<file path="src/mm3_mul.sv">
// ============================================================================
// mm3_mul
// Shared 64 x 64 multiplier that keeps the low 64 bits of the product. It
// uses one 32 x 32 multiplier for the partial products in turn.
// ============================================================================
module mm3_mul (
    input  logic        i_clk,
    input  logic        i_rst_n,
    input  logic        i_start,
    input  logic [63:0] i_a,
    input  logic [63:0] i_b,
    output logic        o_done,
    output logic [63:0] o_p
);

    logic        r_busy;
    logic [1:0]  r_step;
    logic [63:0] r_a;
    logic [63:0] r_b;
    logic [63:0] r_prod;
    logic [63:0] r_acc;
    logic [63:0] r_res;
    logic        r_done;

    logic [31:0] op_x;
    logic [31:0] op_y;

    // The low product first, then the two cross products whose low halves
    // land in the upper word of the result.
    always_comb begin
        op_x = (r_step == 2'd2) ? r_a[63:32] : r_a[31:0];
        op_y = (r_step == 2'd1) ? r_b[63:32] : r_b[31:0];
    end

    always_ff @(posedge i_clk) begin
        if (!i_rst_n) begin
            r_busy <= 1'b0;
            r_step <= 2'd0;
            r_done <= 1'b0;
        end else begin
            r_done <= 1'b0;
            if (!r_busy) begin
                if (i_start) begin
                    r_busy <= 1'b1;
                    r_step <= 2'd0;
                end
            end else begin
                r_step <= r_step + 2'd1;
                if (r_step == 2'd3) begin
                    r_busy <= 1'b0;
                    r_done <= 1'b1;
                end
            end
        end
    end

    always_ff @(posedge i_clk) begin
        if (!r_busy) begin
            if (i_start) begin
                r_a   <= i_a;
                r_b   <= i_b;
                r_acc <= 64'd0;
            end
        end else begin
            r_prod <= op_x * op_y;
            unique case (r_step)
                2'd0: r_acc <= 64'd0;
                2'd1: r_acc <= r_prod;
                2'd2: r_acc <= r_acc + {r_prod[31:0], 32'd0};
                2'd3: r_res <= r_acc + {r_prod[31:0], 32'd0};
                default: r_acc <= r_acc;
            endcase
        end
    end

    assign o_done = r_done;
    assign o_p    = r_res;

endmodule

</file>
<file path="config.mk">
export PLATFORM = sky130hd
export DESIGN_NAME = mm3_mul
export DESIGN_NICKNAME = d
export VERILOG_FILES = /design/src/mm3_mul.sv
export SDC_FILE = /design/constraint.sdc
export NUM_CORES = 2
export LEC_CHECK = 0
export ABC_AREA = 0
export ABC_CLOCK_PERIOD_IN_PS = 25500
export BUFFER_PORTS_ARGS = -buffer_cell sky130_fd_sc_hd__buf_2
export CORE_UTILIZATION = 40
export DETAILED_ROUTE_END_ITERATION = 7
export PLACE_DENSITY = 0.59
export SETUP_SLACK_MARGIN = 0.02
export SKIP_LAST_GASP = 1
export SLEW_MARGIN = 20
export SYNTH_ARGS = -nofsm -noshare
export SYNTH_HDL_FRONTEND = slang
export SYNTH_SLANG_ARGS = --single-unit
</file>
<file path="constraint.sdc">
create_clock -name i_clk -period 25.5 [get_ports i_clk]
set_clock_uncertainty 0.1 [all_clocks]
set_input_delay 3.825 -clock i_clk [delete_from_list [all_inputs] [get_ports i_clk]]
set_output_delay 3.825 -clock i_clk [all_outputs]
set_load 0.05 [all_outputs]
</file>
==> results.md <==
- Routing usage on met2: 41.1%
- Setup ws final: 15.51 ns
- DRT iter0 DRCs: 2,866
- #FFs+latches synth: 324
- HPWL Detailed: 112,000 um
- Routed via count: 33,000
- Relative slew slack: 29.8%
- RSZ-0062 raised after global routing: false
- Critical Path AT: 10.23 ns
- Die width: 339 um
- GPL Wtd Cong: 0.973
- EDFF count, synth: 320
- Cell repeated most along the worst path: fa_1
- Sequential-to-total area share from yosys stat: 21.4%
- Gates resized, CTS repair: 0
- Clock sinks: 324
- Synth Flop Type: edfxtp_1
- DRC viols: 0
- Fin nets: 5,930
- Fmax: 100 MHz
- Core Util, Final: 44.0%
- GRT Total Usage: 25.4%
- Largest net degree at the start of global routing: 74
- WP data required: 25.74 ns
- Multi-input gate area in the final layout: 31,800 um2
- Initial core utilization: 40.3%
- Syn Std Cell Area: 45,300 um2
- DIE AREA: 115,000 um2
- Setup TNS: 0 ns
- Slowest CP cell: buf_4
- Min-delay worst type: reg -> reg
- Core Area: 112,000 um2
- Crit path time final: 9.99 ns
- H-Tree Depth: 2
- Layout filler cell count: 10,800
- Die Span Y: 339 um
- Syn_area_per_cell: 10.1 um2
- Slew Viols, Final: 0
- Endpoint class of the critical path: register
- Crit path launch type: register
- Antenna Nets Post-Route: 0
- Reg clk slew, reported paths: 0.06 ns
- Clock Latency Late Sink: 0.61 ns
- Netlist cell types: 70
- Hold_ws: 0.356 ns
- Kind of critical path: reg -> reg
- GR Overflow Total: 0
- CTS tree: yes
- Total wire length: 144,000 um
- M1 GR Usage: 32.3%
- Clock buffer depth: 3
- Synth area leaders: fa_1 (40%), edfxtp_1 (21%), ha_1 (8.2%)
- Status: completed
- Slew @ Worst Pin: 1.03 ns
- Area grow syn2layout: 9.24%
- Row cnt: 123
- Yosys top cell area share: 39.6%
- Place WS: 15.56 ns
- Tcrit/Tclk final: 39.2%
- Post-CTS Hold Buffers: 0
- CTS Root Cell: clkbuf_16
- Initial antenna violation count: 3
- MaxCap Viol Count: 0
- Syn_nets: 5,819
- Num ports: 196
- Async SR Flop Fraction: 0%
- Setup-failing EPs final: 0
- Post-Syn Instances: 4,493
- Wire per inst: 23.5 um
- First-pass GRT wire length: 216,000 um
- Met3 GRT Util: 5.11%
- 1st-pass router iterations: 6
- CP peak stage delay: 0.59 ns
- CP max FO: 34
- Cts bufs inserted: 39
- Synth warn: 0
- Final Hold Fails: 0
- Layout cells sized above 1: 9.84%
- Vias in the first global route: 34,500
- GRT busiest layer: met2
- Vias per cell: 5.38
- Port Buffers: 195
- Setup bufs post-CTS: 0
- Register area: 9690 um2
- Leading area contributor after synthesis: fa_1
==> logic make-up (layout without fill, tap and decap cells) <==
logic type | after synthesis | after routing | share of synthesized area [%]
adder cells (fa/ha/maj) | 1195 | 1195 | 47.9
multiplexers | 128 | 128 | 3.01
AND/OR/NAND/NOR | 1304 | 1304 | 11.4
other | 0 | 1 | 0
AO/OA/AOI/OAI | 358 | 358 | 5.49
flip-flops | 324 | 324 | 21.4
buffers and inverters | 1094 | 1235 | 9.08
XOR/XNOR | 90 | 90 | 1.74
==> path summary, 6_finish.rpt <==
kind	from	endpoint	slack [ns]	cells after the start
worst min register to register	r_acc[21]	o_p[21]	0.36	0
worst min-delay path	r_acc[21]	o_p[21]	0.36	0
worst max register to register	r_step[1]	r_prod[58]	15.51	29
worst max-delay path	r_step[1]	r_prod[58]	15.51	29
==> state kept, by name, indices dropped and copies added, names as in the netlist <==
name,count
r_acc,64
r_busy,1
o_done,1
r_step,2
o_p,64
r_prod,64
r_b,64
r_a,64
==> cell usage after synthesis, types with 4 or more instances <==
library cell and count:
mux2i_1 64, a21oi_1 93, and3_1 18, o21ai_0 41
a22oi_1 49, fa_1 897, nand2b_1 4, a31oi_1 13
xor2_1 33, xnor2_1 57, ha_1 298, a211oi_1 7
mux2_2 64, nor3_1 16, a21o_1 52, o31ai_1 6
or3_1 4, buf_1 7, dfxtp_1 4, nand2_1 527
and4_1 4, o21ai_1 5, o21a_1 4, o211ai_1 5
nor2_1 664, o221ai_1 4, a22o_1 15, and2_1 12
clkbuf_1 181, nand3_1 19, nand4_1 14, nor2b_1 11
o21bai_1 22, buf_2 4, edfxtp_1 320, inv_1 899
==> layout by cell type, fill, tap and decap left out, types with 64 or more instances in the layout <==
master / Yosys / routed
buf_2: 4 / 195
fa_1: 897 / 897
nand2_1: 527 / 527
a21oi_1: 93 / 93
edfxtp_1: 320 / 320
inv_1: 899 / 899
mux2_2: 64 / 64
ha_1: 298 / 296
buf_4: 0 / 70
nor2_1: 664 / 663
==> critical path: cells and delay by family, from the launching register on <==
| family | cells | cell delay, ns |
|---|---|---|
| muxes | 1 | 0.31 |
| buffers and inverters | 8 | 1.90 |
| xor gates and xnor gates | 1 | 0.09 |
| AOI/OAI and AO/OA | 8 | 2.07 |
| DFF | 1 | 0.35 |
| adders and majority gates | 10 | 4.66 |
| and+or+nand+nor | 1 | 0.13 |
==> layer usage <==
metal	part of all wire, %	up-vias
met2	47	1502
met4	6.0	0
met5	0	-
met1	39	17100
met3	8.5	400
li1	-	14100
==> stage by stage <==
| stage | cells | cell area, um2 |
|---|---|---|
| after global routing | 6134 | 49500 |
| after global placement | 6063 | 48200 |
| after floorplan | 4493 | 45300 |
| after detailed placement | 6063 | 48200 |
| final | 6135 | 49500 |
| after CTS | 6134 | 49500 |
==> area by class of cell <==
type	count	area share, %
Inverter	899	6.82
Tap cell	1500	3.79
Clock buffer	44	2.01
Antenna cell	1	0.00506
Timing Repair Buffer	265	3.03
Sequential cell	324	19.6
Multi-Input combinational cell	3075	64.2
Clock inverter	27	0.582
Power is left out: the tool's default activity adds up to more than one toggle a clock period on the data nets, which glitch-free logic cannot reach.
