<file path="config.mk">
export PLATFORM = sky130hd
export DESIGN_NAME = mm3_pend
export DESIGN_NICKNAME = d
export VERILOG_FILES = /design/src/mm3_pkg.sv /design/src/mm3_pend.sv
export SDC_FILE = /design/constraint.sdc
export NUM_CORES = 1
export LEC_CHECK = 0
export BUFFER_PORTS_ARGS = -buffer_cell sky130_fd_sc_hd__buf_4
export CELL_PAD_IN_SITES_DETAIL_PLACEMENT = 0
export CELL_PAD_IN_SITES_GLOBAL_PLACEMENT = 1
export CORE_ASPECT_RATIO = 0.5
export CORE_MARGIN = 2
export CORE_UTILIZATION = 35
export CTS_BUF_LIST = sky130_fd_sc_hd__clkbuf_4
export DETAILED_ROUTE_END_ITERATION = 12
export PLACE_DENSITY_LB_ADDON = 0.1
export SYNTH_ARGS = -nofsm -noshare
export SYNTH_HDL_FRONTEND = slang
export SYNTH_SLANG_ARGS = --single-unit
</file>
<file path="constraint.sdc">
create_clock -name i_clk -period 2.15 [get_ports i_clk]
set_clock_uncertainty 0.1 [all_clocks]
set_input_delay 0.1075 -clock i_clk [delete_from_list [all_inputs] [get_ports i_clk]]
set_output_delay 0.1075 -clock i_clk [all_outputs]
set_load 0.02 [all_outputs]
</file>
<file path="src/mm3_pkg.sv">
// ============================================================================
// mm3_pkg
// Shared types, constants and helpers for the streaming MurmurHash3 x64_128
// hasher.
// ============================================================================
package mm3_pkg;

    // Input item kinds.
    localparam logic [1:0] KIND_ABSORB  = 2'd0;
    localparam logic [1:0] KIND_FINISH  = 2'd1;
    localparam logic [1:0] KIND_RESTART = 2'd2;

    // Mixing constants of the hash.
    localparam logic [63:0] MIX_C1      = 64'h87C3_7B91_1142_53D5;
    localparam logic [63:0] MIX_C2      = 64'h4CF5_AD43_2745_937F;
    localparam logic [63:0] ROUND_ADD_A = 64'h0000_0000_52DC_E729;
    localparam logic [63:0] ROUND_ADD_B = 64'h0000_0000_3849_5AB5;
    localparam logic [63:0] FIN_MUL_A   = 64'hFF51_AFD7_ED55_8CCD;
    localparam logic [63:0] FIN_MUL_B   = 64'hC4CE_B9FE_1A85_EC53;

    localparam int BLOCK_BYTES = 16;
    localparam int IDX_W       = 4;

    // Write beat into the pending byte store.
    typedef struct packed {
        logic             en;
        logic [IDX_W-1:0] idx;
        logic [7:0]       data;
    } t_pend_wr;

    // Sequencer states.
    typedef enum logic [4:0] {
        ST_IDLE,
        ST_BA_M1, ST_BA_M2, ST_BA_U1, ST_BA_U2,
        ST_BB_M1, ST_BB_M2, ST_BB_U1, ST_BB_U2,
        ST_TB_M1, ST_TB_M2,
        ST_TA_M1, ST_TA_M2,
        ST_FX, ST_FY,
        ST_F1_M1, ST_F1_M2,
        ST_F2_M1, ST_F2_M2,
        ST_FZ, ST_FW
    } t_state;

    // Rotate left by a constant amount in 1..63.
    function automatic logic [63:0] rotl64(input logic [63:0] x, input int r);
        rotl64 = (x << r) | (x >> (64 - r));
    endfunction

    // One xor-shift step of the finalizer.
    function automatic logic [63:0] xsh33(input logic [63:0] x);
        xsh33 = x ^ (x >> 33);
    endfunction

endpackage

</file>
<file path="src/mm3_pend.sv">
// ============================================================================
// mm3_pend
// Pending byte store for the unfinished 16-byte block, with little-endian
// word loads for a full block and for a partial tail.
// ============================================================================
module mm3_pend (
    input  logic                    i_clk,
    input  mm3_pkg::t_pend_wr       i_wr,
    input  logic [mm3_pkg::IDX_W-1:0] i_count,
    output logic [63:0]             o_blk_w1,
    output logic [63:0]             o_blk_w2,
    output logic [63:0]             o_tail_w1,
    output logic [63:0]             o_tail_w2
);

    logic [7:0] r_bytes [mm3_pkg::BLOCK_BYTES];

    always_ff @(posedge i_clk) begin
        if (i_wr.en) begin
            r_bytes[i_wr.idx] <= i_wr.data;
        end
    end

    // Tail bytes at or above the count belong to an older block and are
    // masked to zero.
    always_comb begin
        for (int i = 0; i < 8; i++) begin
            o_blk_w1[8*i +: 8]  = r_bytes[i];
            o_blk_w2[8*i +: 8]  = r_bytes[8+i];
            o_tail_w1[8*i +: 8] = (mm3_pkg::IDX_W'(i) < i_count) ? r_bytes[i] : 8'd0;
            o_tail_w2[8*i +: 8] = (mm3_pkg::IDX_W'(8 + i) < i_count) ? r_bytes[8+i] : 8'd0;
        end
    end

endmodule

</file>
==> summary.md, run 1 <==
| Metric | Value |
|---|---|
| Status | finished clean |
| Hold path cells | 3 |
| Yosys cell types | 29 |
| Area after DPL | 7190 um2 |
| Diodes inserted | 0 |
| Root Driver | clkbuf_4 |
| Synth warnings | 0 |
| Initial Utilization | 36.1% |
| Pwr dens | 687 nW/um2 |
| Synth async-reset ratio | 0% |
| Clock transition at path regs | 0.10 ns |
| Largest Register | r_bytes |
| Rows | 30 |
| Filler instances | 1204 |
| Post-route ant nets | 0 |
| Max-Slew Margin vs Limit | 54.7% |
| Setup Crit Path Kind | in2reg |
| Cell area after layout | 7630 um2 |
| Initial DRC Count | 231 |
| Worst-Margin Slew | 0.678 ns |
| Final Wtd Congestion | 0.726 |
| Tmin final | 1.67 ns |
| Area leader, netlist | edfxtp_1 |
| Finish-stage setup viols | 0 |
| Nets | 619 |
| Unrepaired setup endpoints after global routing | false |
| Synth Instances | 301 |
| Tot GR Track Use | 18.7% |
| Buffers on Ports | 265 |
| Ports | 274 |
| Seq. cell area | 3840 um2 |
| Setup TNS | 0 ns |
| Main area contributors after synthesis | edfxtp_1, nor2b_1, and2_1 |
| Die footprint | 15100 um2 |
| Largest net degree at the start of global routing | 44 |
| CP Data Required Time | 2.25 ns |
| Most common library cells after synthesis | edfxtp_1, nor2b_1, and2_1, and3_1, nor2_1 |
| Max-slew violation count | 0 |
| Post-cts sizing count | 0 |
| Clk buf depth | 2 |
| Layout Cells excl Fill | 805 |
| Die height | 88.0 um |
| GR Overflow Total | 0 |
| Ys flop type | edfxtp_1 |
| Share of post-route cells with drive strength above 1 | 51.2% |
| Via/cell ratio | 4.44 |
| CTS sink cnt | 128 |
| Leak pwr | 3.25 nW |
| CP max FO | 8 |
| Final wirelength | 14.5 mm |
| Tcrit/Tclk final | 77.5% |
| Placed insts | 763 |
| HP Class | in2reg |
| CTS tree | done |
| Mapped Area | 4930 um2 |
| Hpwl dp | 9.96 mm |
| #FFs+latches synth | 128 |
| Layout Area Growth over Synthesis | 54.6% |
| Vias in the first global route | 3262 |
| Crit path DAT | 1.76 ns |
| Core area | 13700 um2 |
| Drt drc | 0 |
| Post-synth EDFFs | 128 |
| Largest regs | r_bytes (128) |
| H-tree levels | 4 |
| Maximum vdd drop | 0.000322 V |
| Die W | 172 um |
| DR WL/cell | 18.1 um |
| First-pass DRT Iterations | 4 |
| Final Hold Viols | 0 |
| Max_cap viols | 0 |
| CP endpoint kind | flop |
| Multi-input logic area | 1020 um2 |
| Critical Path Start Type | input port |
| Initial antenna violation count | 0 |
| Most frequent cell after synthesis | edfxtp_1 |
| Total CTS buffers | 17 |
| Avg Inst Size Synth | 16.4 um2 |
| Sequential share of the synthesized area | 77.9% |
| First-pass GRT wire length | 19.9 mm |
| Vias post-DR | 3572 |
| FMAX | 0.600 GHz |
| Top cell type's share of synthesized area | 77.9% |
| Largest register FFs | 128 |
[per-layer routing]
metal	wire, um	part of all wire, %	track usage (%)	up-vias
li1	-	-	-	1686
met1	6240	43	25.2	1714
met2	7080	49	30.3	162
met3	1100	7.6	5.24	10
met4	112	0.77	4.74	0
met5	0	0	0	-
[what timing repair did]
item,4_1_cts,5_1_grt
hold endpoints to repair,145,0
hold buffers,11,0
setup buffers,0,0
[cells in the final DEF, fill, tap and decap left out, types with 2 or more instances in the layout]
cell / instances
and2b_1: 2
clkinv_4: 4
nand3b_1: 2
nor2b_1: 46
conb_1: 8
dlygate4sd3_1: 11
nor3_1: 4
a21boi_0: 8
bufinv_16: 4
nor2_1: 13
buf_4: 278
clkinvlp_4: 3
clkbuf_4: 19
edfxtp_1: 128
and2_1: 40
and3_1: 25
nand2b_1: 2
[worst paths after layout]
check | start | endpoint | slack (ns)
setup / recovery | i_wr[9] | r_bytes[8][1] | 0.48
hold / removal | i_wr[10] | r_bytes[2][3] | 0.13
[logic make-up after synthesis]
family	count (synthesis)	share of synthesized area (%)
DFF	128	77.9
and+or+nand+nor	141	17.6
AOI/OAI and AO/OA	15	2.38
buffers and inverters	16	2.03
other	1	0.0760
[power breakdown]
| part | total, mW | leakage [nW] | switching (mW) | internal, mW |
|---|---|---|---|---|
| clock network | 1.82 | 0.165 | 0.863 | 0.954 |
| registers | 2.82 | 1.16 | 0.0236 | 2.79 |
| logic | 0.604 | 1.92 | 0.375 | 0.230 |
[metrics by stage]
stage | total power [mW] | hold WS (ns) | util, % | setup WS (ns)
6_report | 5.24 | 0.135 | 55.9 | 0.484
5_1_grt | 5.42 | 0.113 | 55.9 | 0.494
4_1_cts | 5.29 | 0.0891 | 55.9 | 0.559
3_5_place_dp | 3.47 | 0.407 | 52.6 | 0.408
3_3_place_gp | 3.47 | 0.396 | 52.6 | 0.422
2_1_floorplan | 3.16 | 0.106 | - | 0.449
[cell type report]
class                           count  share of cell area [%]
Sequential cell                   128                    50.4
Multi-Input combinational cell    164                    13.3
Clock buffer                       19                    1.87
Clock inverter                     12                    2.44
Inverter                            1                  0.0492
Tap cell                          192                    3.15
Timing Repair Buffer              289                    28.8
[critical path: stages]
cell and delay [ns]:
dlygate4sd3_1 0.55, buf_4 0.16, nor3_1 0.18, dlygate4sd3_1 0.59, buf_4 0.18
Power figures use the tool's default switching activity.
==> run 2: changes to the inputs <==
ABC_AREA = 1   (was default)
CORE_UTILIZATION = 31   (was 35)
clock period = 1.4 ns   (was 2.15 ns; I/O delays follow)
==> run 2 against run 1 <==
The flow now finishes with violations (negative setup slack). Count of clock-buffer cells in the layout down 1. First-iteration DRC count down 12%. Cell count up 21%. Critical path type is now reg2out. Critical endpoint is now o_tail_w1[1].
==> summary.md, run 2 <==
| Metric | Value |
|---|---|
| Largest Register | r_bytes (unchanged) |
| Setup WS post-layout | -0.0175 ns (was 0.484 ns) |
| Initial Utilization | 32.3% (was 36.1%) |
| FMAX | 0.705 GHz |
| Tmin final | 1.42 ns |
| Synth async-reset ratio | 0% (unchanged) |
| Die height | 94.5 um (was 88.0 um) |
| #FFs+latches synth | 128 (unchanged) |
| Smallest hold slack | 0.0672 ns (was 0.135 ns) |
| Hold path cells | 4 (was 3) |
| Final Hold Viols | 0 (unchanged) |
| Layout Cells excl Fill | 976 (was 805) |
| Tcrit/Tclk final | 101% |
| Via/cell ratio | 4.04 (was 4.44) |
| Fin util | 50.9% (was 55.9%) |
| Largest regs | r_bytes (128) (unchanged) |
| Most common library cells after synthesis | edfxtp_1, nor2_1, inv_1, nand2_1 (was edfxtp_1, nor2b_1, and2_1, and3_1, nor2_1) |
| Root Driver | clkbuf_4 (unchanged) |
| Crit path DAT | 1.25 ns (was 1.76 ns) |
| Max-slew violation count | 0 (unchanged) |
| Slowest cell on crit path | edfxtp_1 (was dlygate4sd3_1) |
| HP Class | in2reg (unchanged) |
| Total power | 7.86 mW (was 5.24 mW) |
| Ys flop type | edfxtp_1 (unchanged) |
| Die footprint | 17500 um2 (was 15100 um2) |
| CTS sink cnt | 128 (unchanged) |
| Most common cell after layout, fill and taps aside | buf_4 (unchanged) |
| Largest register FFs | 128 (unchanged) |
| Pwr dens | 984 nW/um2 (was 687 nW/um2) |
| CP max FO | 2 (was 8) |
| Main area contributors after synthesis | edfxtp_1, nor2_1, inv_1 (was edfxtp_1, nor2b_1, and2_1) |
| Violated checks | negative setup slack |
| Post-route ant nets | 0 (unchanged) |
| Clk buf depth | 2 (unchanged) |
| Vias in the first global route | 3725 (was 3262) |
| Drt drc | 0 (unchanged) |
| Mapped Area | 5070 um2 (was 4930 um2) |
| DR WL/cell | 15.8 um (was 18.1 um) |
| First-pass GRT wire length | 21.8 mm (was 19.9 mm) |
| Tot GR Track Use | 17.6% (was 18.7%) |
| Share of post-route cells with drive strength above 1 | 46.6% (was 51.2%) |
| Sequential share of the synthesized area | 75.7% (was 77.9%) |
| Most frequent cell after synthesis | edfxtp_1 (unchanged) |
| Leak pwr | 3.82 nW (was 3.25 nW) |
| Die W | 185 um (was 172 um) |
| Ports | 274 (unchanged) |
| CTS tree | done (unchanged) |
| Post-synth EDFFs | 128 (unchanged) |
| Synth warnings | 0 (unchanged) |
| Yosys cell types | 17 (was 29) |
| GR Overflow Total | 0 (unchanged) |
| CP endpoint kind | output pin (was flop) |
| Maximum vdd drop | 0.000358 V (was 0.000322 V) |
| Area leader, netlist | edfxtp_1 (unchanged) |
| Initial DRC Count | 203 (was 231) |
| Rows | 32 (was 30) |
| Total CTS buffers | 17 (unchanged) |
| Unrepaired setup endpoints after global routing | true (was false) |
| Max_cap viols | 0 (unchanged) |
| Synth Instances | 428 (was 301) |
| H-tree levels | 4 (unchanged) |
| Hpwl dp | 10.8 mm (was 9.96 mm) |
| Clock transition at path regs | 0.11 ns (was 0.10 ns) |
| Setup Crit Path Kind | reg2out (was in2reg) |
| Layout Area Growth over Synthesis | 57.4% (was 54.6%) |
| Largest delay share family, worst path | flip-flops (was buffers and inverters) |
| Buffers on Ports | 265 (unchanged) |
| Critical Path Max Stage Delay | 0.44 ns (was 0.59 ns) |
| Worst path cell trace | a21boi_1 > buf_4 (was dlygate4sd3_1 > buf_4 > nor3_1 > dlygate4sd3_1 > buf_4) |
| Top cell type's share of synthesized area | 75.7% (was 77.9%) |
| Cell area after layout | 7990 um2 (was 7630 um2) |
| Placed insts | 930 (was 763) |
| Most frequent cells in the layout | buf_4, edfxtp_1, inv_1 (was buf_4, edfxtp_1, nor2b_1) |
| Initial antenna violation count | 0 (unchanged) |
| First-pass DRT Iterations | 4 (unchanged) |
| Final wirelength | 15.4 mm (was 14.5 mm) |
| Nets | 760 (was 619) |
| Avg Inst Size Synth | 11.9 um2 (was 16.4 um2) |
| WHS Endpoint | r_bytes[11][7] (was r_bytes[2][3]) |
| Status | complete, but fails checks (was finished clean) |
| Area after DPL | 7440 um2 (was 7190 um2) |
| Core area | 15700 um2 (was 13700 um2) |
| Diodes inserted | 0 (unchanged) |
| CP Data Required Time | 1.23 ns (was 2.25 ns) |
| Vias post-DR | 3942 (was 3572) |
| Critical Path Start Type | flop (was input port) |
| Finish-stage setup viols | 3 (was 0) |
| Final Wtd Congestion | 0.727 (was 0.726) |
| Hold Crit Start | i_wr[9] (was i_wr[10]) |
| Largest net degree at the start of global routing | 17 (was 44) |
| Crit path buf inv count | 1 (was 4) |
-- run 2: what timing repair did --
| action | CTS | global route |
|---|---|---|
| pin swaps | 63 | 52 |
| hold buffers | 9 | 0 |
| setup endpoints to repair | 72 | 118 |
| endpoints found under the hold margin | 131 | 0 |
| resized for setup | 6 | 46 |
| setup buffers | 2 | 3 |
-- run 2: worst max-delay path by stage --
| stage | start | endpoint | slack, ns | depth (start not counted) |
|---|---|---|---|---|
| floorplan | r_bytes[0][0] | o_tail_w1[0] | 0.24 | 1 |
| global placement | i_count[3] | o_tail_w2[48] | 0.16 | 6 |
| detailed placement | i_count[3] | o_tail_w2[48] | 0.14 | 6 |
| CTS | r_bytes[0][1] | o_tail_w1[1] | -0.08 | 2 |
| global route | r_bytes[0][5] | o_tail_w1[5] | -0.10 | 2 |
| finish | r_bytes[0][1] | o_tail_w1[1] | -0.02 | 2 |
-- run 2: layer usage --
layer	wire length (um)	vias up	global-route usage [%]
met5	0	-	0
met1	6610	1815	21.3
li1	-	1940	-
met2	7450	174	30.1
met4	181	0	5.95
met3	1210	13	5.44
-- run 2: layout make-up --
class / instances / area, um2
fillers: 1483 / 7700
clock inverters: 14 / 158
multi-input cells: 175 / 766
flip-flops and latches: 128 / 3840
well taps: 221 / 277
repair buffers: 299 / 2360
inverters: 121 / 454
clock buffers: 18 / 135
-- run 2: kinds of logic after synthesis --
group                  share of synthesized area, %
buffers and inverters                          10.4
AO/OA/AOI/OAI                                  1.55
flip-flops                                     75.7
other                                        0.0739
AND/OR/NAND/NOR                                12.2
-- run 2: through the flow --
| step | setup WS [ns] | TNS, ns |
|---|---|---|
| after floorplan | 0.241 | 0 |
| after global placement | 0.159 | 0 |
| after detailed placement | 0.135 | 0 |
| after CTS | -0.0759 | -1.62 |
| after global routing | -0.103 | -5.24 |
| final | -0.0175 | -0.0373 |
-- run 2: where the power goes --
| group | leakage (nW) | switching, mW | internal (mW) |
|---|---|---|---|
| combinational | 2.52 | 0.623 | 0.368 |
| clock | 0.150 | 1.43 | 1.11 |
| sequential | 1.16 | 0.0391 | 4.29 |
==> run 3: changes to the inputs <==
--- a/config.mk
+++ b/config.mk
@@ -16,2 +16,3 @@
 export DETAILED_ROUTE_END_ITERATION = 12
+export GPL_TIMING_DRIVEN = 0
 export PLACE_DENSITY_LB_ADDON = 0.1
--- a/constraint.sdc
+++ b/constraint.sdc
@@ -4,2 +4,2 @@
 set_output_delay 0.07 -clock i_clk [all_outputs]
-set_load 0.02 [all_outputs]
+set_load 0.05 [all_outputs]
==> run 3 against run 2 <==
The flow still finishes with violations (negative setup slack). Combinational power is 66% higher. Routed wire length grew 5.8%. Non-clock buffer count down 10. Sequential share of layout area shrank 3.8 points. Clock power decreased by 2%. Fmax decreased by 2.8%. Largest power group unchanged. Highest routed layer unchanged.
==> summary.md, run 3 (synthesis gave the netlist of run 2 again) <==
| Metric | Value |
|---|---|
| DR WL/cell | 16.9 um (was 15.8 um) |
| HP Class | in2reg (unchanged) |
| Tmin final | 1.46 ns (was 1.42 ns) |
| Initial antenna violation count | 0 (unchanged) |
| First-pass GRT wire length | 23.0 mm (was 21.8 mm) |
| Final Wtd Congestion | 0.755 (was 0.727) |
| Largest Register | r_bytes (unchanged) |
| Setup WS post-layout | -0.0585 ns (was -0.0175 ns) |
| Fin util | 55.3% (was 50.9%) |
| Initial DRC Count | 224 (was 203) |
| WHS Endpoint | r_bytes[8][4] (was r_bytes[11][7]) |
| Core area | 15700 um2 (unchanged) |
| Filler instances | 1346 (was 1483) |
| Hold path cells | 3 (was 4) |
| Violated checks | negative setup slack (unchanged) |
| Largest regs | r_bytes (128) (unchanged) |
| Total CTS buffers | 17 (unchanged) |
| First-pass DRT Iterations | 4 (unchanged) |
| GR Overflow Total | 0 (unchanged) |
| Leak pwr | 3.85 nW (was 3.82 nW) |
| Die footprint | 17500 um2 (unchanged) |
| Post-place setup slack | -0.264 ns (was 0.135 ns) |
| Pwr dens | 977 nW/um2 (was 984 nW/um2) |
| Nets | 750 (was 760) |
| Unrepaired setup endpoints after global routing | true (unchanged) |
| Tot GR Track Use | 18.5% (was 17.6%) |
| Diodes inserted | 0 (unchanged) |
| Layout Area Growth over Synthesis | 70.9% (was 57.4%) |
| Final Hold Viols | 0 (unchanged) |
| Final wirelength | 16.3 mm (was 15.4 mm) |
| Multi-input logic area | 1090 um2 (was 766 um2) |
| CTS tree | done (unchanged) |
| Worst-Margin Slew | 0.933 ns |
| CP max FO | 2 (unchanged) |
| Hold Crit Start | i_wr[12] (was i_wr[9]) |
| Initial Utilization | 32.3% (unchanged) |
| Critical Path Start Type | flop (unchanged) |
| Max-Slew Margin vs Limit | 37.6% |
| Die height | 94.5 um (unchanged) |
| Largest register FFs | 128 (unchanged) |
| Status | complete, but fails checks (unchanged) |
| Clk buf depth | 2 (unchanged) |
| Buffers on Ports | 264 (was 265) |
| Max-slew violation count | 0 (unchanged) |
| FMAX | 0.686 GHz (was 0.705 GHz) |
| Finish-stage setup viols | 23 (was 3) |
| Via/cell ratio | 4.16 (was 4.04) |
| CTS sink cnt | 128 (unchanged) |
| Most common cell after layout, fill and taps aside | buf_4 (unchanged) |
| Rows | 32 (unchanged) |
| Seq. cell area | 3840 um2 (unchanged) |
| Maximum vdd drop | 0.000421 V (was 0.000358 V) |
| Drt drc | 0 (unchanged) |
| Share of post-route cells with drive strength above 1 | 64.2% (was 46.6%) |
| Post-route ant nets | 0 (unchanged) |
| Root Driver | clkbuf_4 (unchanged) |
| Ports | 274 (unchanged) |
| Tcrit/Tclk final | 104% (was 101%) |
| Vias post-DR | 4021 (was 3942) |
| Setup TNS | -0.507 ns (was -0.0373 ns) |
| H-tree levels | 4 (unchanged) |
| Setup Crit Path Kind | reg2out (unchanged) |
| Vias in the first global route | 3814 (was 3725) |
| Crit path DAT | 1.29 ns (was 1.25 ns) |
| Max_cap viols | 0 (unchanged) |
| CP Data Required Time | 1.23 ns (about the same) |
| Hpwl dp | 11.3 mm (was 10.8 mm) |
| Most frequent cells in the layout | buf_4, buf_6, edfxtp_1 (was buf_4, edfxtp_1, inv_1) |
| Largest net degree at the start of global routing | 17 (unchanged) |
| Die W | 185 um (unchanged) |
| Total power | 8.47 mW (was 7.86 mW) |
| CP endpoint kind | output pin (unchanged) |
| Clock transition at path regs | 0.13 ns (was 0.11 ns) |
run 3: cell types whose count changed in the layout (fill, tap and decap cells not counted), sizes merged:
cell         previous run  this run
buf                   290       279
inv                   126       129
bufinv                  2         1
clkbuf                 18        17
clkinvlp                3         2
dlygate4sd3             9        10
run 3: layer usage:
metal	wire length, um	share of wire (%)	up-vias	GRT usage (%)
met5	0	0	-	0
met1	6880	42	1915	24.3
met2	7960	49	178	30.6
met4	85	0.52	0	3.77
li1	-	-	1921	-
met3	1420	8.7	7	5.71
run 3: timing repair:
item	CTS	global route
hold buffers	10	0
gates resized for setup	130	70
buffers inserted	3	1
endpoints found under the setup margin	122	154
pin swaps	105	10
endpoints found under the hold margin	140	0
run 3: stage by stage:
step / hold WS [ns] / std cells / area [um2]
2_1_floorplan: 0.0689 / 435 / 5390
3_3_place_gp: 0.379 / 920 / 7650
3_5_place_dp: 0.383 / 920 / 7650
4_1_cts: 0.00360 / 965 / 8540
5_1_grt: 0.0233 / 966 / 8670
6_report: 0.0505 / 966 / 8670
run 3: where the power goes:
part / leakage [nW] / switching (mW) / internal [mW]
clock: 0.144 / 1.56 / 0.934
combinational: 2.55 / 1.17 / 0.481
sequential: 1.16 / 0.0423 / 4.29
total: 3.85 / 2.76 / 5.71
run 3: worst max path at each step:
stage                             start       endpoint  slack [ns]
final                     r_bytes[5][0]  o_tail_w1[40]       -0.06
after global routing      r_bytes[7][4]  o_tail_w1[60]       -0.15
after CTS                 r_bytes[5][0]  o_tail_w1[40]       -0.09
after detailed placement     i_count[3]  o_tail_w1[55]       -0.26
after global placement       i_count[3]  o_tail_w1[55]       -0.27
after floorplan           r_bytes[0][0]   o_tail_w1[0]        0.03
run 3: area by class of cell:
| class | instances | area share [%] |
|---|---|---|
| Multi-Input combinational cell | 175 | 12.5 |
| Clock buffer | 17 | 1.47 |
| Tap cell | 221 | 3.19 |
| Inverter | 121 | 5.24 |
| Timing Repair Buffer | 278 | 30.7 |
| Buffer | 11 | 0.866 |
| Sequential cell | 128 | 44.3 |
| Clock inverter | 15 | 1.70 |
run 3: worst max-delay path: stages, from the launching register on:
cell and delay, ns:
edfxtp_1 0.47, inv_1 0.10, nor2_2 0.04, buf_6 0.18
